File: config.mk
export PLATFORM = sky130hd
export DESIGN_NAME = mrpc_ram
export DESIGN_NICKNAME = d
export VERILOG_FILES = /design/src/hw/rtl/mrpc_ram.sv
export SDC_FILE = /design/constraint.sdc
export NUM_CORES = 1
export LEC_CHECK = 0
export BUFFER_PORTS_ARGS = -buffer_cell sky130_fd_sc_hd__clkbuf_2
export CAP_MARGIN = 20
export CELL_PAD_IN_SITES_DETAIL_PLACEMENT = 1
export CELL_PAD_IN_SITES_GLOBAL_PLACEMENT = 1
export CORE_ASPECT_RATIO = 1.25
export CORE_MARGIN = 3
export CORE_UTILIZATION = 30
export DETAILED_ROUTE_END_ITERATION = 10
export PLACE_DENSITY_LB_ADDON = 0.1
export SLEW_MARGIN = 10
export SYNTH_ARGS = -nofsm -noshare
export SYNTH_HDL_FRONTEND = slang
export SYNTH_SLANG_ARGS = --single-unit
File: constraint.sdc
create_clock -name clk -period 4.5 [get_ports clk]
set_input_delay 0.225 -clock clk [delete_from_list [all_inputs] [get_ports clk]]
set_output_delay 0.225 -clock clk [all_outputs]
set_load 0.02 [all_outputs]
File: src/hw/rtl/mrpc_ram.sv
// Generic single-clock RAM with one write port and one registered read port.
// Reads return the old contents when the same address is written.
`default_nettype none

module mrpc_ram #(
	parameter int WIDTH = 8,
	parameter int DEPTH = 16
) (
	input  wire logic                     clk,
	input  wire logic                     we,
	input  wire logic [$clog2(DEPTH)-1:0] waddr,
	input  wire logic [WIDTH-1:0]         wdata,
	input  wire logic                     re,
	input  wire logic [$clog2(DEPTH)-1:0] raddr,
	output logic      [WIDTH-1:0]         rdata
);

	logic [WIDTH-1:0] mem [DEPTH];

	always_ff @(posedge clk) begin
		if (we) begin
			mem[waddr] <= wdata;
		end
		if (re) begin
			rdata <= mem[raddr];
		end
	end

endmodule

`default_nettype wire

==> flow_summary.rst <==
.. list-table::
   :header-rows: 1

   * - Metric
     - Value
   * - RSZ-0062 raised after global routing
     - no
   * - Estimated wirelength of the detail-placed design
     - 7.49 mm
   * - # placed instances
     - 470
   * - Number of top-level design ports
     - 27
   * - Initial Util
     - 30.8%
   * - Largest clock skew in the final design
     - 0.00718 ns
   * - Largest net degree at the start of global routing
     - 33
   * - Die Y
     - 154 um
   * - Sw Pwr
     - 0.558 mW
   * - Areal power density over the cells
     - 455 mW/mm2
   * - Adder and majority gate portion of the synthesized area
     - 0%
   * - Slew @ Worst Pin
     - 1.04 ns
   * - Area share of the largest cell type after synthesis
     - 78.1%
   * - Combinational share of power
     - 4.9%
   * - Hold violation total from the final report
     - 0
   * - Initial antenna violation count
     - 0
   * - Antenna-violating nets left
     - 0
   * - Critical path launch point type
     - primary input
   * - First-pass DRT Iterations
     - 4
   * - TritonCTS clock tree
     - done
   * - Register share of total power
     - 51.8%
   * - Worst Min Path Start
     - re
   * - Number of clock sinks
     - 136
   * - Static Leak
     - 1.99 nW
   * - Maximum resistive drop on vdd
     - 0.228 mV
   * - Syn Nets
     - 248
   * - H-tree lvl count
     - 4
   * - Sequential fraction of the synthesis area
     - 78.1%
   * - Number of buffers on the longest clock path
     - 2
   * - Fraction of the cycle the final worst path needs
     - 45.0%
   * - Number of global-route vias before repair
     - 2635
   * - Top cells by area in the synthesized netlist
     - edfxtp_1 (78%), mux4_2 (7.8%), mux4_1 (7.0%)
   * - CTS Buf Count
     - 17
   * - Max Fanout on Critical Path
     - 22
   * - Peak Freq
     - 494 MHz
   * - Multiplexer share of the synthesized area
     - 14.8%
   * - Routability Congestion
     - 0.685
   * - Clock-pin slew on the worst setup and hold paths
     - 0.05 ns
   * - Number of buffers added to fix hold violations after cts
     - 0
   * - Distinct cell type count after synthesis
     - 18
   * - Setup-failing EPs final
     - 0
   * - Worst setup path startpoint
     - raddr[0]
   * - Result of the run
     - complete, no violations
   * - Placeable core region
     - 0.0170 mm2
   * - Die boundary width
     - 124 um
   * - Detail-routed via count per cell
     - 4.86
   * - Cell Count, Final, Fillers Out
     - 498
   * - Drc violations
     - 0
   * - Total detailed-routing wirelength
     - 11.7 mm
   * - Data required, critical path
     - 4.66 ns
   * - Min Clock Period, post-route
     - 2.03 ns
   * - Overall via count from detail_route
     - 2418
   * - Register bit total from synthesis
     - 136
   * - Post-synthesis area per instance
     - 22.8 um2
   * - Total number of placement rows
     - 53
   * - Pins over their slew limit
     - 0
   * - Synth Area in Compound Gates
     - 2.30%
   * - Final #Nets
     - 288
   * - Global-route wire length before repair
     - 17.3 mm
   * - Leading area contributor after synthesis
     - edfxtp_1
   * - Critical Path Sink Type
     - register
   * - Iteration-0 DRC count of the detailed router
     - 164
   * - Die area
     - 0.0191 mm2
   * - Final total negative setup slack
     - 0 ns
   * - Total global routing track utilization
     - 13.3%
   * - Number of fillers in the final layout
     - 1695
   * - Clock Latency Late Sink
     - 0.41 ns
   * - Data arrival at the endpoint of the critical path
     - 2.18 ns
   * - Total gr overflow
     - 0
   * - Share of layout cells above drive strength 1
     - 25.9%
   * - Number of maximum-capacitance violations
     - 0
   * - Launch instance of the worst register-to-register path
     - mem[3][4]
   * - Clk root buf
     - clkbuf_16
   * - XOR/XNOR Fraction of Synth Area
     - 0%
   * - Count of buffers from port buffering
     - 26
   * - Post-synthesis simple-gate area fraction
     - 3.14%
   * - Post-CTS sizing
     - 0
   * - Yosys warnings
     - 0
   * - Post-synthesis instance area
     - 0.00523 mm2
   * - Internal
     - 2.21 mW
   * - Area growth, synth to finish
     - 16.5%
   * - Switch share
     - 20.1%
   * - Path class of the lowest-slack min-delay path
     - in -> reg
   * - Combinational family with the most area after synthesis
     - multiplexers
   * - Diodes inserted
     - 0
   * - Start-to-end type of the worst setup path
     - in -> reg
   * - Average wire per standard cell
     - 23.6 um
   * - Clock power frac
     - 43.3%
   * - Post-CTS setup buffer count
     - 0
   * - Post-synthesis cell count
     - 229
   * - Slew Limit Headroom
     - 30.5%
[synth_stat cells]
library cell	count
nand2_1	9
and2_1	1
mux4_1	14
nor2_1	13
nand3b_1	2
nand2b_1	2
a22oi_1	16
edfxtp_1	136
nor2b_1	1
buf_4	1
nor3_1	4
nand3_1	1
and2b_1	1
mux4_2	18
buf_2	3
or3b_2	1
clkdlybuf4s25_2	3
buf_6	3
[layout by cell type (no fill, tap or decap), drive strengths merged]
cell type  synthesis  layout
nor2              13      13
clkbuf             0      46
a22oi             16      16
and2b              1       1
bufinv             0       1
nand3b             2       2
nor3               4       4
nor2b              1       1
nand2              9       9
nand3              1       1
nand2b             2       2
and2               1       1
clkinv             0       7
edfxtp           136     136
or3b               1       1
buf                7       5
mux4              32      32
[cells by family after synthesis]
kind of cell / after synthesis
DFF: 136
and+or+nand+nor: 35
muxes: 32
AOI/OAI and AO/OA: 16
buffers and inverters: 10
[power by group through the flow]
stage               clock network, mW  logic [mW]  registers [mW]
finish                           1.20       0.136            1.44
global route                     1.28       0.149            1.44
CTS                              1.23       0.140            1.44
detailed placement                  0       0.140            1.46
global placement                    0       0.139            1.46
floorplan                           0      0.0720            1.47
[per-layer routing]
layer | vias to the layer above | track usage (%) | wire (um) | share of wire [%]
met5 | - | 0 | 0 | 0
met2 | 57 | 21.2 | 5950 | 51
met4 | 0 | 4.85 | 154 | 1.3
met3 | 11 | 3.94 | 406 | 3.5
met1 | 1290 | 17.1 | 5230 | 45
li1 | 1060 | - | - | -
[path summary, 6_finish.rpt]
kind	slack (ns)	end	depth (start not counted)
worst max-delay path	2.47	rdata[5]	5
worst min-delay path	0.22	rdata[3]	1
worst min register to register	0.76	rdata[0]	3
worst max register to register	2.93	rdata[4]	3
[critical path, stage by stage]
cell      delay, ns
clkbuf_2       0.65
buf_4          0.39
mux4_1         0.58
a22oi_1        0.24
nand2_1        0.09
[through the flow]
stage	setup WS, ns	hold slack (ns)	utilization, %	total power [mW]	instance area, um2
2_1_floorplan	2.78	0.324	-	1.54	5230
3_3_place_gp	2.01	0.663	32.9	1.60	5580
3_5_place_dp	1.97	0.658	32.9	1.60	5590
4_1_cts	2.39	0.213	35.9	2.81	6090
5_1_grt	2.26	0.226	35.9	2.87	6090
6_report	2.47	0.223	35.9	2.77	6090
[state kept, by name (all words and copies together), names as in the netlist]
name and count:
mem 128, rdata 8
[final cells by class]
class                           count  area (um2)  share of cell area, %
Sequential cell                   136        4080                   67.1
Multi-Input combinational cell     83        1060                   17.4
Clock buffer                       20         437                   7.17
Tap cell                          220         275                   4.52
Timing Repair Buffer               31         171                   2.81
Clock inverter                      8        60.1                  0.986
Power figures use the tool's default switching activity.
